--- src/rtl/core/assert_macros.svh ---
// Assertion macros for the RTL of the SD wide bus data CRC unit.
// The caller supplies clk and rst_n in the scope where a macro is used.
`ifndef ASSERT_MACROS_SVH
`define ASSERT_MACROS_SVH

// The consequent must hold in the same cycle as the antecedent.
`define ASSERT_SAME(label, ante, cons, msg) \
    label: assert property (@(posedge clk) disable iff (!rst_n) (ante) |-> (cons)) \
        else $error(msg);

// The consequent must hold in the cycle after the antecedent.
`define ASSERT_NEXT(label, ante, cons, msg) \
    label: assert property (@(posedge clk) disable iff (!rst_n) (ante) |=> (cons)) \
        else $error(msg);

`endif

--- src/rtl/core/sdcrc_pkg.sv ---
// Package for the SD wide bus data CRC unit: payload types and the CRC update.
// No dependencies; used by sd_wide_bus_data_crc16_unit, sd_crc_checker and testbench.
package sdcrc_pkg;

    localparam int WORD_W = 16;
    localparam int ACC_W = 4 * WORD_W;
    localparam int RES_CNT_W = 3;

    localparam logic FUNC_DATA = 1'b0;
    localparam logic FUNC_CRC = 1'b1;
    localparam logic MODE_GEN = 1'b0;
    localparam logic MODE_CHECK = 1'b1;

    // Spread polynomial: x^48 + x^20 + 1 applied to the 16-bit feedback word.
    localparam int POLY_SHIFT_MID = 20;
    localparam int POLY_SHIFT_TOP = 48;

    typedef struct packed {
        logic              func;
        logic [WORD_W-1:0] word;
        logic              last_data;
    } sdcrc_in_t;

    typedef struct packed {
        logic [WORD_W-1:0] crc_word;
        logic              status;
        logic              last_of_run;
    } sdcrc_out_t;

    // One 16-bit word into the four interleaved CRC-16 registers. The three
    // shifted copies of the feedback word never overlap.
    function automatic logic [ACC_W-1:0] crc_update(input logic [ACC_W-1:0] acc,
                                                    input logic [WORD_W-1:0] w);
        logic [WORD_W-1:0] x;
        logic [ACC_W-1:0]  xe;
        x  = acc[ACC_W-1 -: WORD_W] ^ w;
        xe = {{(ACC_W-WORD_W){1'b0}}, x};
        return (acc << WORD_W) ^ xe ^ (xe << POLY_SHIFT_MID) ^ (xe << POLY_SHIFT_TOP);
    endfunction

endpackage

--- src/rtl/core/sd_wide_bus_data_crc16_unit.sv ---
// Top level of the SD wide bus data CRC unit: input register, CRC state and
// result buffer. Depends on sdcrc_pkg and assert_macros.svh.
//
// Usage: data words of a block enter on the in_valid/in_ready channel, one
// 16-bit word per transaction, the last one flagged by last_data. With mode 0
// the last data word yields four results carrying the CRC words, most
// significant first; with mode 1 four received CRC words (func set) must
// follow, and after the fourth one status result reports a mismatch. Results
// leave on the out_valid/out_ready channel; last_of_run flags the final
// result of a transaction. The mode register is written through cfg_we and
// cfg_wdata while the unit is idle; it is sampled when a block ends.
// A transaction is held in the input register until it can be processed, and
// its results are registered in the result buffer before the receiver takes
// them. Throughput is one transaction per cycle while the result buffer is
// empty or its last result is being taken. A generate-mode block end fills the
// buffer with four CRC words, and the next transaction waits in the input
// register until the last word leaves; it moves on in the cycle that word leaves.
// When the receiver stalls, the result buffer holds its contents and the
// input register still takes one more transaction before in_ready drops.
// Reset clears the CRC state and the mode register and empties both stages.

`include "assert_macros.svh"

module sd_wide_bus_data_crc16_unit
    import sdcrc_pkg::*;
(
    input  logic       clk,
    input  logic       rst_n,
    input  logic       cfg_we,
    input  logic       cfg_wdata,
    input  logic       in_valid,
    output logic       in_ready,
    input  sdcrc_in_t  in_data,
    output logic       out_valid,
    input  logic       out_ready,
    output sdcrc_out_t out_data
);

    logic                 mode_reg;
    logic                 in_vld_reg;
    sdcrc_in_t            in_reg;
    logic [ACC_W-1:0]     acc_reg, acc_next;
    logic                 await_reg, await_next;
    logic [1:0]           idx_reg, idx_next;
    logic                 mis_reg, mis_next;
    logic [ACC_W-1:0]     buf_reg, buf_next;
    logic [RES_CNT_W-1:0] cnt_reg, cnt_next;
    logic                 stat_reg, stat_next;
    logic                 statval_reg, statval_next;

    logic                 can_load, process, pop;
    logic                 emit_gen, emit_stat, mis_hit;
    logic [ACC_W-1:0]     acc_upd;
    logic [WORD_W-1:0]    slice;

    assign can_load  = (cnt_reg == '0) || ((cnt_reg == RES_CNT_W'(1)) && out_ready);
    assign process   = in_vld_reg && can_load;
    assign in_ready  = !in_vld_reg || process;
    assign out_valid = (cnt_reg != '0);
    assign pop       = out_valid && out_ready;

    assign acc_upd = crc_update(acc_reg, in_reg.word);
    assign slice   = acc_reg[ACC_W - 1 - WORD_W * idx_reg -: WORD_W];
    assign mis_hit = mis_reg || (in_reg.word != slice);

    always_comb
    begin
        acc_next     = acc_reg;
        await_next   = await_reg;
        idx_next     = idx_reg;
        mis_next     = mis_reg;
        emit_gen     = 1'b0;
        emit_stat    = 1'b0;
        statval_next = statval_reg;
        if (process)
        begin
            if (await_reg)
            begin
                if (in_reg.func == FUNC_CRC)
                begin
                    if (idx_reg != 2'd3)
                    begin
                        idx_next = idx_reg + 2'd1;
                        mis_next = mis_hit;
                    end
                    else
                    begin
                        emit_stat    = 1'b1;
                        statval_next = mis_hit;
                        acc_next     = '0;
                        await_next   = 1'b0;
                        idx_next     = '0;
                        mis_next     = 1'b0;
                    end
                end
            end
            else if (in_reg.func == FUNC_DATA)
            begin
                acc_next = acc_upd;
                if (in_reg.last_data)
                begin
                    if (mode_reg == MODE_CHECK)
                    begin
                        await_next = 1'b1;
                        idx_next   = '0;
                        mis_next   = 1'b0;
                    end
                    else
                    begin
                        emit_gen = 1'b1;
                        acc_next = '0;
                    end
                end
            end
        end
    end

    // Result buffer: four CRC words shift out from the top, or one status result.
    always_comb
    begin
        buf_next  = buf_reg;
        cnt_next  = cnt_reg;
        stat_next = stat_reg;
        if (emit_gen)
        begin
            buf_next  = acc_upd;
            cnt_next  = RES_CNT_W'(4);
            stat_next = 1'b0;
        end
        else if (emit_stat)
        begin
            cnt_next  = RES_CNT_W'(1);
            stat_next = 1'b1;
        end
        else if (pop)
        begin
            buf_next = buf_reg << WORD_W;
            cnt_next = cnt_reg - RES_CNT_W'(1);
        end
    end

    assign out_data.crc_word    = stat_reg ? '0 : buf_reg[ACC_W-1 -: WORD_W];
    assign out_data.status      = stat_reg && statval_reg;
    assign out_data.last_of_run = (cnt_reg == RES_CNT_W'(1));

    always_ff @(posedge clk or negedge rst_n)
    begin
        if (!rst_n)
        begin
            mode_reg    <= MODE_GEN;
            in_vld_reg  <= 1'b0;
            acc_reg     <= '0;
            await_reg   <= 1'b0;
            idx_reg     <= '0;
            mis_reg     <= 1'b0;
            cnt_reg     <= '0;
            stat_reg    <= 1'b0;
            statval_reg <= 1'b0;
        end
        else
        begin
            if (cfg_we)
            begin
                mode_reg <= cfg_wdata;
            end
            if (in_ready)
            begin
                in_vld_reg <= in_valid;
            end
            acc_reg     <= acc_next;
            await_reg   <= await_next;
            idx_reg     <= idx_next;
            mis_reg     <= mis_next;
            cnt_reg     <= cnt_next;
            stat_reg    <= stat_next;
            statval_reg <= statval_next;
        end
    end

    always_ff @(posedge clk)
    begin
        if (in_ready && in_valid)
        begin
            in_reg <= in_data;
        end
        buf_reg <= buf_next;
    end

    `ASSERT_SAME(a_cnt_range, 1'b1, cnt_reg <= RES_CNT_W'(4), "result count above four")
    `ASSERT_SAME(a_idle_check, !await_reg, (idx_reg == 2'd0) && !mis_reg,
                 "check counters active outside a check phase")
    `ASSERT_SAME(a_status_form, out_valid && stat_reg,
                 (out_data.crc_word == '0) && out_data.last_of_run,
                 "status result is not a single zero-word result")
    `ASSERT_NEXT(a_gen_load, emit_gen, cnt_reg == RES_CNT_W'(4) && acc_reg == '0,
                 "block end did not load four CRC words")

endmodule

--- config.mk ---
export PLATFORM = sky130hd
export DESIGN_NAME = sd_wide_bus_data_crc16_unit
export DESIGN_NICKNAME = d
export VERILOG_FILES = /design/src/rtl/core/sdcrc_pkg.sv /design/src/rtl/core/sd_wide_bus_data_crc16_unit.sv
export VERILOG_INCLUDE_DIRS = /design/src /design/src/rtl/core
export SDC_FILE = /design/constraint.sdc
export NUM_CORES = 1
export LEC_CHECK = 0
export ABC_AREA = 1
export BUFFER_PORTS_ARGS = -buffer_cell sky130_fd_sc_hd__buf_2
export CAP_MARGIN = 10
export CORE_UTILIZATION = 50
export CTS_BUF_LIST = sky130_fd_sc_hd__clkbuf_16
export CTS_CLUSTER_DIAMETER = 150
export DETAILED_ROUTE_END_ITERATION = 16
export PLACE_DENSITY = 0.67
export SLEW_MARGIN = 20
export SYNTH_ARGS = -nofsm -noshare
export SYNTH_HDL_FRONTEND = slang
export SYNTH_SLANG_ARGS = --single-unit
--- constraint.sdc ---
create_clock -name clk -period 6.8 [get_ports clk]
set_input_delay 1.7 -clock clk [delete_from_list [all_inputs] [get_ports clk]]
set_output_delay 1.7 -clock clk [all_outputs]
set_load 0.005 [all_outputs]
==> flow_summary_export.csv, run 1 <==
group,metric,value,unit
cts,ctsHoldBuffers,0,
worst_setup_path,rr_worst_depth,9,
worst_setup_path,crit_buf_inv,2,
layout,n_fill_cell,1396,
pwr,leakagePower,0.00401,uW
grt,grt_use_total,22.0,%
hold_path,whs_endpoint,"mis_reg",
detailed_routing,avgRoutedWirePerCell,15.2,um
hold_path,hp-start,"mis_reg",
synthesis,yosys.cell_types.count,26,
die,fp.dieArea,16100,sq um
synthesis,syn_inst,863,
grt,first_global_vias,5158,
synthesis,yosysTopAreaCellShare,31.6,%
cts,post-cts-setup-buffers,0,
hold_path,worstHoldPathCells,2,
synthesis,yosysWarnings,0,
timing,setup_viol,0,
worst_setup_path,r2r_start,"cnt_reg[0]",
timing,tightest_slew,1.03,ns
cts,numCtsBuffers,17,
placed_design,dp_slack,2.63,ns
synthesis,ys_seq_area_share,55.7,%
worst_setup_path,critPathArrivalTime,2.13,ns
detailed_routing,dr.pass1.iters,5,
pwr,powerDensity,475,nW/um^2
detailed_routing,viasPerCell,5.22,
synthesis,synth.avg_cell_area,9.03,sq um
cts,cts_tree,"yes",
die,start_util,51.3,%
timing,max_freq,261,MHz
synthesis,ys_ff_latch,157,
worst_setup_path,timing.rr.end,"buf_reg[10]",
timing,relSlewSlack,31.5,%
die,die_y,127,um
hold_path,hp-class,"reg -> reg",
placed_design,gp_congestion,0.765,
placed_design,portBuffers,43,
timing,hold_viol,0,
grt,grt_max_degree,129,
cts,cts-resized-gates,0,
cts,numClockSinks,157,
worst_setup_path,slowest_delay,0.15,ns
job,max_cap_violations,0,
cts,cts.path.max_buffers,2,
worst_setup_path,crit_type,"in -> out",
worst_setup_path,cp-end-kind,"output pin",
timing,period_needed,3.83,ns
detailed_routing,drt_iter0_markers,586,
detailed_routing,drc_errors,0,
worst_setup_path,timing.reg2reg.setup_slack,3.63,ns
detailed_routing,drtAntennaViolNets,0,
grt,antenna_found_initial,0,
worst_setup_path,cp_max_fo,3,
worst_setup_path,crit_chain,"buf_2 > nand2_1 > nand3_1 > buf_2",
cts,cts.root.buffer_cell,"clkbuf_16",
layout,drive_gt1_share,11.5,%
die,core,15200,sq um
synthesis,syn_nets,892,
die,die_w,127,um
synthesis,yosys-top-cells-area,"edfxtp_1, dfrtp_1, nand2_1",
timing,rsz0062_at_grt,"no",
cts,htreeDepth,4,
detailed_routing,vias,5668,
timing,min_period_over_period,56.4,%
timing,slew_viol_final,0,
detailed_routing,routed_wl,16500,um
pwr,peakVddDrop,0.266,mV
worst_setup_path,cp_top_family,"buffers and inverters",
die,num_io_pins,44,
worst_setup_path,cpMostUsedCell,"buf_2",
cts,clk_pin_slew_worst_paths,0.06,ns
synthesis,syn_area,7790,sq um
die,rows,45,
grt,grt_pass1_wl,27000,um
worst_setup_path,worst_path_max_delay_cell,"buf_2",
cts,clock_latency,0.43,ns
outcome,run_status,"finished clean",
layout,n_antenna_cell,0,
grt,grt_remaining_overflow,0,
synthesis,yosysTopAreaCell,"edfxtp_1",
timing,setup_slack,2.97,ns
placed_design,hpwlAfterDp,10100,um
timing,finClkSkew,0.00763,ns
layout,area_growth,11.5,%
layout,nets,915,
timing,setup-tns-final,0,ns
worst_setup_path,critPathRequiredTime,5.10,ns
worst_setup_path,critical_path.startpoint_type,"input port",
==> cell usage in the layout, fill, tap and decap left out, types with 3 or more instances in the layout <==
| cell | count |
|---|---|
| nand2_1 | 211 |
| o21ai_0 | 114 |
| inv_1 | 111 |
| edfxtp_1 | 82 |
| dfrtp_1 | 75 |
| nand3_1 | 61 |
| nor2_1 | 43 |
| buf_2 | 42 |
| xor2_1 | 37 |
| nand3b_1 | 33 |
| nand4_1 | 17 |
| clkbuf_16 | 17 |
| o21ai_2 | 10 |
| or2_2 | 7 |
| ha_1 | 5 |
| bufinv_16 | 5 |
| buf_4 | 5 |
| clkinvlp_4 | 3 |
==> per-layer routing <==
layer	GRT usage, %	share of wire (%)	vias to the layer above
li1	-	-	2853
met2	32.4	44	146
met5	0	0	-
met3	3.92	4.7	15
met1	32.8	50	2654
met4	7.56	1.1	0
==> worst min-delay path, delay by kind of cell (launching register included) <==
family           cells  cell delay, ns
flip-flops           1            0.34
AND/OR/NAND/NOR      2            0.11
==> worst max path at each step <==
stage	start	end	slack (ns)	cells past startpoint
detailed placement	out_ready	buf_reg[58]	2.63	7
global route	out_ready	buf_reg[12]	2.90	7
floorplan	out_ready	buf_reg[0]	0.91	6
finish	out_ready	in_ready	2.97	4
CTS	out_ready	in_ready	2.96	4
global placement	out_ready	buf_reg[44]	2.64	7
==> power breakdown <==
| group | switching [uW] | internal, uW | leakage (uW) |
|---|---|---|---|
| sequential | 254 | 1410 | 0.00171 |
| clock | 378 | 643 | 0.000305 |
| combinational | 921 | 514 | 0.00199 |
==> layout make-up <==
cell class              instances  area (sq um)  share of cell area, %
clock buffers                  17           425                   4.90
clock inverters                14           203                   2.33
inverters                     111           417                   4.79
multi-input cells             550          2800                   32.2
flip-flops and latches        157          4340                   49.9
well taps                     188           235                   2.71
repair buffers                 49           270                   3.11
==> synthesized netlist by cell type, drive strengths merged <==
| cell | instances |
|---|---|
| edfxtp | 82 |
| nand2 | 212 |
| ha | 5 |
| nand3 | 62 |
| xor2 | 37 |
| inv | 111 |
| nand4 | 17 |
| a21oi | 4 |
| or2 | 8 |
| o21ai | 126 |
| buf | 36 |
| dfrtp | 75 |
| clkbuf | 9 |
| nor3 | 2 |
| nand3b | 33 |
| nor2 | 44 |
==> through the flow <==
stage	instances	hold slack, ns	instance area [sq um]	utilization [%]	power [uW]
2_1_floorplan	863	0.449	7790	-	2680
3_3_place_gp	1055	0.465	8050	53.0	3090
3_5_place_dp	1055	0.475	8050	53.0	3110
4_1_cts	1086	0.490	8680	57.1	4150
5_1_grt	1086	0.532	8690	57.2	4420
6_report	1086	0.484	8690	57.2	4120
==> kinds of logic after synthesis <==
group / synth area share [%]
compound gates: 8.83
xor+xnor: 4.16
fa+ha+maj: 0.803
buf+inv: 8.77
flops: 55.7
simple gates: 21.8
No activity file was read; power rests on OpenSTA's default activity.
==> run 2: changes to the inputs <==
--- a/config.mk
+++ b/config.mk
@@ -6,7 +6,7 @@
 export SDC_FILE = /design/constraint.sdc
 export NUM_CORES = 1
 export LEC_CHECK = 0
-export ABC_AREA = 1
+export ABC_AREA = 0
 export BUFFER_PORTS_ARGS = -buffer_cell sky130_fd_sc_hd__buf_2
 export CAP_MARGIN = 10
 export CORE_UTILIZATION = 50
==> constraint.sdc (replaced) <==
create_clock -name clk -period 3.8 [get_ports clk]
set_input_delay 0.95 -clock clk [delete_from_list [all_inputs] [get_ports clk]]
set_output_delay 0.95 -clock clk [all_outputs]
set_load 0.005 [all_outputs]
==> run 2 against run 1 <==
  * Register-to-register slack worse by 2.9 ns
  * Area after synthesis shrank 1.8%
  * Power grew 47%
  * Routed wire length barely moved
  * Non-clock buffer count increased by 4
  * Setup slack got worse by 2.3 ns
  * Critical path type is now reg -> reg
  * Critical endpoint is now statval_reg
==> flow_summary_export.csv, run 2 <==
group,metric,value,unit
outcome,run_status,"finished clean",
timing,hold_viol,0,
pwr,netSwitchingFraction,30.7,%
grt,grt_max_degree,113,
synthesis,ys_ff_latch,157,
layout,area_growth,14.3,%
detailed_routing,avgRoutedWirePerCell,18.3,um
pwr,p_sw,1860,uW
timing,slew_viol_final,0,
layout,n_antenna_cell,0,
detailed_routing,routed_wl,16500,um
synthesis,syn_area,7650,sq um
synthesis,synthFlopType,"edfxtp_1",
detailed_routing,drtAntennaViolNets,0,
timing,min_period_over_period,81.8,%
worst_setup_path,critPathRequiredTime,4.11,ns
pwr,pwr-share-seq,43.4,%
cts,htreeDepth,4,
cts,cts-resized-gates,0,
layout,drive_gt1_share,16.7,%
synthesis,yosys-top-cells-area,"edfxtp_1, dfrtp_1, xnor2_1",
worst_setup_path,critPathArrivalTime,3.42,ns
worst_setup_path,timing.reg2reg.setup_slack,0.69,ns
synthesis,yosysWarnings,0,
placed_design,gp_congestion,0.777,
die,rows,44,
grt,grt_use_total,22.0,%
synthesis,async_flop_share,47.8,%
grt,antenna_found_initial,0,
pwr,internal_power,4200,uW
timing,finClkSkew,0.00772,ns
layout,n_fill_cell,1204,
timing,max_freq,322,MHz
timing,period_needed,3.11,ns
timing,setup_viol,0,
worst_setup_path,crit_type,"reg -> reg",
detailed_routing,drt_iter0_markers,318,
synthesis,yosys.cell_types.count,38,
pwr,peakVddDrop,0.320,mV
cts,cts.path.max_buffers,2,
placed_design,dpl.cell_count,870,
cts,numCtsBuffers,17,
die,num_io_pins,44,
detailed_routing,viasPerCell,5.57,
die,fp.dieArea,15800,sq um
cts,numClockSinks,157,
timing,setup-tns-final,0,ns
detailed_routing,vias,5023,
pwr,pwr-share-clk,32.3,%
worst_setup_path,worst_path_max_delay_cell,"dfrtp_1",
worst_setup_path,cp_max_fo,16,
cts,cts.root.buffer_cell,"clkbuf_16",
cts,post-cts-setup-buffers,0,
placed_design,portBuffers,43,
timing,relSlewSlack,27.6,%
pwr,comb_power_share,24.3,%
timing,tightest_slew,1.09,ns
cts,ctsHoldBuffers,0,
synthesis,synth_edf_count,82,
die,core,14800,sq um
worst_setup_path,crit_chain,"mux4_2 > xor2_1 > nor4_2 > nand4_1 > or3_1 > mux2_4",
synthesis,ys_seq_area_share,56.7,%
job,max_cap_violations,0,
worst_setup_path,cp-end-kind,"flop",
die,start_util,51.9,%
synthesis,syn_inst,671,
synthesis,syn_nets,700,
detailed_routing,dr.pass1.iters,5,
synthesis,yosysTopAreaCellShare,32.2,%
pwr,leakagePower,0.00357,uW
synthesis,post-synth-top-count-cell,"nand2_1",
synthesis,synth.avg_cell_area,11.4,sq um
worst_setup_path,critical_path.startpoint_type,"flop",
grt,grt_remaining_overflow,0,
cts,clk_pin_slew_worst_paths,0.06,ns
grt,grt_pass1_wl,26200,um
worst_setup_path,slowest_delay,0.98,ns
grt,first_global_vias,4906,
placed_design,hpwlAfterDp,10300,um
detailed_routing,drc_errors,0,
layout,fin_cells,902,
die,die_y,126,um
hold_path,hp-class,"reg -> reg",
timing,rsz0062_at_grt,"no",
cts,cts_tree,"yes",
die,die_w,126,um
pwr,powerDensity,693,nW/um^2
layout,final_common_cell,"nand2_1",
cts,clock_latency,0.43,ns
synthesis,yosysTopAreaCell,"edfxtp_1",
synthesis,synthTopCellsByCount,"nand2_1, o21ai_0, edfxtp_1",
layout,final_cell_mix,"nand2_1, o21ai_0, edfxtp_1",
layout,nets,734,
-- run 2: cell count changes after synthesis, moves of 23 or more --
cell,previous run,this run
nand3_1,61,1
nand3b_1,33,0
inv_1,109,7
nand2_1,211,110
o31ai_1,0,33
o21ai_0,114,83
mux2_2,0,23
clkbuf_1,9,34
xnor2_1,0,52
-- run 2: cell type report --
cell class	count	area [sq um]	area share, %
sequential	157	4340	49.6
multi-input combinational	469	3170	36.3
clock buffer	17	425	4.86
timing repair buffer	53	297	3.39
clock inverter	15	255	2.92
tap	184	230	2.63
inverter	7	26.3	0.300
-- run 2: power by group through the flow --
stage,combinational (uW),clock (uW),sequential (uW)
global placement,1430,0,2630
floorplan,1170,0,2460
detailed placement,1470,0,2650
finish,1470,1960,2630
CTS,1490,1980,2630
global route,1630,2040,2680
-- run 2: logic make-up after synthesis --
family | synth area share, %
buf+inv | 2.35
mux | 7.91
fa+ha+maj | 0.817
simple gates | 11.5
xor+xnor | 10.8
flops | 56.7
compound gates | 9.97
-- run 2: routing by layer --
metal / track usage [%] / vias up / wire (um)
li1: - / 2418 / -
met1: 28.6 / 2482 / 7470
met2: 37.1 / 103 / 8320
met3: 4.12 / 20 / 500
met4: 7.75 / 0 / 193
met5: 0 / - / 0
-- run 2: per-stage QoR --
stage | hold WS (ns) | area (sq um) | utilization [%] | setup slack (ns) | total power (uW)
floorplan | 0.474 | 7660 | - | 0.303 | 3630
CTS | 0.515 | 8740 | 59.3 | 0.684 | 6090
global route | 0.523 | 8750 | 59.3 | 0.568 | 6350
finish | 0.511 | 8750 | 59.3 | 0.691 | 6060
global placement | 0.496 | 8060 | 54.6 | 0.641 | 4060
detailed placement | 0.501 | 8060 | 54.6 | 0.593 | 4130
-- run 2: worst paths after layout --
path,from,endpoint,cells after the start
max,idx_reg[0],statval_reg,6
min,statval_reg,statval_reg,1
max reg2reg,idx_reg[0],statval_reg,6
min reg2reg,statval_reg,statval_reg,1
max in group asynchronous,rst_n,acc_reg[27],1
min in group asynchronous,rst_n,in_vld_reg,1
-- run 2: critical path: cells and delay by family, from the launching register on --
kind	cells	cell delay [ns]
xor gates and xnor gates	1	0.19
and+or+nand+nor	3	0.95
DFF	1	0.98
muxes	2	0.87
==> run 3: changes to the inputs <==
==> constraint.sdc (replaced) <==
create_clock -name clk -period 3.1 [get_ports clk]
set_input_delay 0.775 -clock clk [delete_from_list [all_inputs] [get_ports clk]]
set_output_delay 0.775 -clock clk [all_outputs]
set_load 0.005 [all_outputs]
==> run 3 against run 2 <==
  * Critical path depth increased by 1
  * Die area unchanged
  * Power increased by 19%
  * Sequential share of layout area increased by 0.092 points
  * Combinational power increased by 28%
  * Setup slack got worse by 0.33 ns
  * Final cell count increased by 0.33%
  * Fmax increased by 14%
  * Sequential cell count unchanged
  * Critical endpoint unchanged
==> flow_summary_export.csv, run 3 (synthesized netlist as in run 2, its figures left out) <==
group,metric,value,unit
placed_design,gp_congestion,0.837,
detailed_routing,vias,5024,
placed_design,hpwlAfterDp,11000,um
cts,post-cts-setup-buffers,0,
layout,multiInputGateArea,3180,sq um
worst_setup_path,cp_max_fo,14,
layout,n_fill_cell,1169,
job,max_cap_violations,0,
pwr,p_sw,2290,uW
detailed_routing,routed_wl,16500,um
timing,rsz0062_at_grt,"no",
placed_design,portBuffers,43,
grt,first_global_vias,5029,
detailed_routing,dr.pass1.iters,4,
timing,slew_viol_final,0,
die,start_util,51.9,%
worst_setup_path,crit_type,"reg -> reg",
timing,finClkSkew,0.00747,ns
cts,clk_pin_slew_worst_paths,0.06,ns
worst_setup_path,crit_buf_inv,1,
worst_setup_path,slowest_delay,0.57,ns
cts,cts_tree,"yes",
layout,nets,737,
timing,relSlewSlack,33.7,%
placed_design,dpl_cell_area,8090,sq um
grt,grt_use_total,22.5,%
cts,cts.root.buffer_cell,"clkbuf_16",
timing,hold_viol,0,
layout,final_area,8730,sq um
worst_setup_path,critPathArrivalTime,3.05,ns
grt,grt_remaining_overflow,0,
detailed_routing,drc_errors,0,
layout,final_common_cell,"nand2_1",
cts,numCtsBuffers,17,
grt,grt_pass1_wl,26900,um
layout,final_cell_mix,"nand2_1, o21ai_0, edfxtp_1",
timing,period_needed,2.74,ns
timing,tightest_slew,0.995,ns
die,die_w,126,um
worst_setup_path,crit_chain,"buf_12 > mux4_2 > xor2_1 > nor4_1 > nand4_1 > or3_1 > mux2_4",
worst_setup_path,critPathRequiredTime,3.41,ns
pwr,pwr-share-clk,29.9,%
pwr,comb_power_share,26.1,%
pwr,powerDensity,826,nW/um^2
timing,min_period_over_period,88.3,%
layout,area_growth,14.1,%
die,rows,44,
detailed_routing,drt_iter0_markers,385,
pwr,peakVddDrop,0.461,mV
pwr,leakagePower,0.00357,uW
hold_path,hp-class,"in -> async",
pwr,pwr-share-seq,44.0,%
pwr,internal_power,4910,uW
timing,setup-tns-final,0,ns
die,fp.dieArea,15800,sq um
die,num_io_pins,44,
die,die_y,126,um
pwr,netSwitchingFraction,31.8,%
worst_setup_path,critical_path.startpoint_type,"flop",
worst_setup_path,cp_top_family,"simple AND/OR/NAND/NOR gates",
cts,cts.path.max_buffers,2,
detailed_routing,viasPerCell,5.55,
layout,n_antenna_cell,0,
grt,antenna_found_initial,0,
worst_setup_path,cp-end-kind,"flop",
worst_setup_path,worst_path_max_delay_cell,"dfrtp_1",
timing,setup_viol,0,
layout,seqCellArea,4340,sq um
die,core,14800,sq um
timing,max_freq,365,MHz
cts,clock_latency,0.43,ns
layout,drive_gt1_share,17.1,%
cts,numClockSinks,157,
outcome,run_status,"finished clean",
grt,grt_max_degree,76,
cts,ctsHoldBuffers,0,
cts,htreeDepth,4,
detailed_routing,drtAntennaViolNets,0,
cts,cts-resized-gates,0,
detailed_routing,avgRoutedWirePerCell,18.2,um
[run 3: cell count changes in the layout (fill, tap and decap cells not counted), moves of 2 or more]
cell and delta:
inv_1 -3, clkinv_2 +2, clkinv_1 +4, bufinv_16 -3
buf_4 +2
[run 3: final cells by class]
type                       instances  share of cell area (%)
tap                              184                    2.64
clock inverter                    15                    2.06
clock buffer                      17                    4.87
inverter                           7                   0.301
timing repair buffer              56                    3.98
multi-input combinational        469                    36.4
sequential                       157                    49.7
[run 3: power by group through the flow]
stage | sequential (uW) | clock (uW) | combinational (uW)
final | 3170 | 2150 | 1880
after global routing | 3230 | 2270 | 2090
after CTS | 3170 | 2180 | 1900
after detailed placement | 3210 | 0 | 1880
after global placement | 3180 | 0 | 1820
after floorplan | 3010 | 0 | 1440
[run 3: final timing paths]
path | startpoint | endpoint | slack, ns | cells past startpoint
min in group clk | in_vld_reg | in_vld_reg | 0.51 | 2
min reg2reg | in_vld_reg | in_vld_reg | 0.51 | 2
max in group asynchronous | rst_n | acc_reg[10] | 2.21 | 2
min | rst_n | mode_reg | 0.30 | 1
max reg2reg | idx_reg[0] | statval_reg | 0.36 | 7
max | idx_reg[0] | statval_reg | 0.36 | 7
[run 3: per-stage QoR]
step                      setup slack (ns)  cells  hold slack [ns]  util (%)  power, uW
after CTS                            0.358    904            0.509      58.9       7250
after global routing                 0.257    905            0.328      59.2       7590
after floorplan                    0.00371    671            0.474         -       4450
after detailed placement             0.405    872            0.503      54.8       5090
after global placement               0.409    872            0.489      54.8       5000
final                                0.362    905            0.300      59.2       7210
[run 3: routing by layer]
metal	routed length, um	global-route usage (%)	vias to the layer above
met5	0	0	-
met4	395	9.25	0
met3	703	4.33	23
met2	7900	35.7	124
met1	7520	30.4	2465
li1	-	-	2412
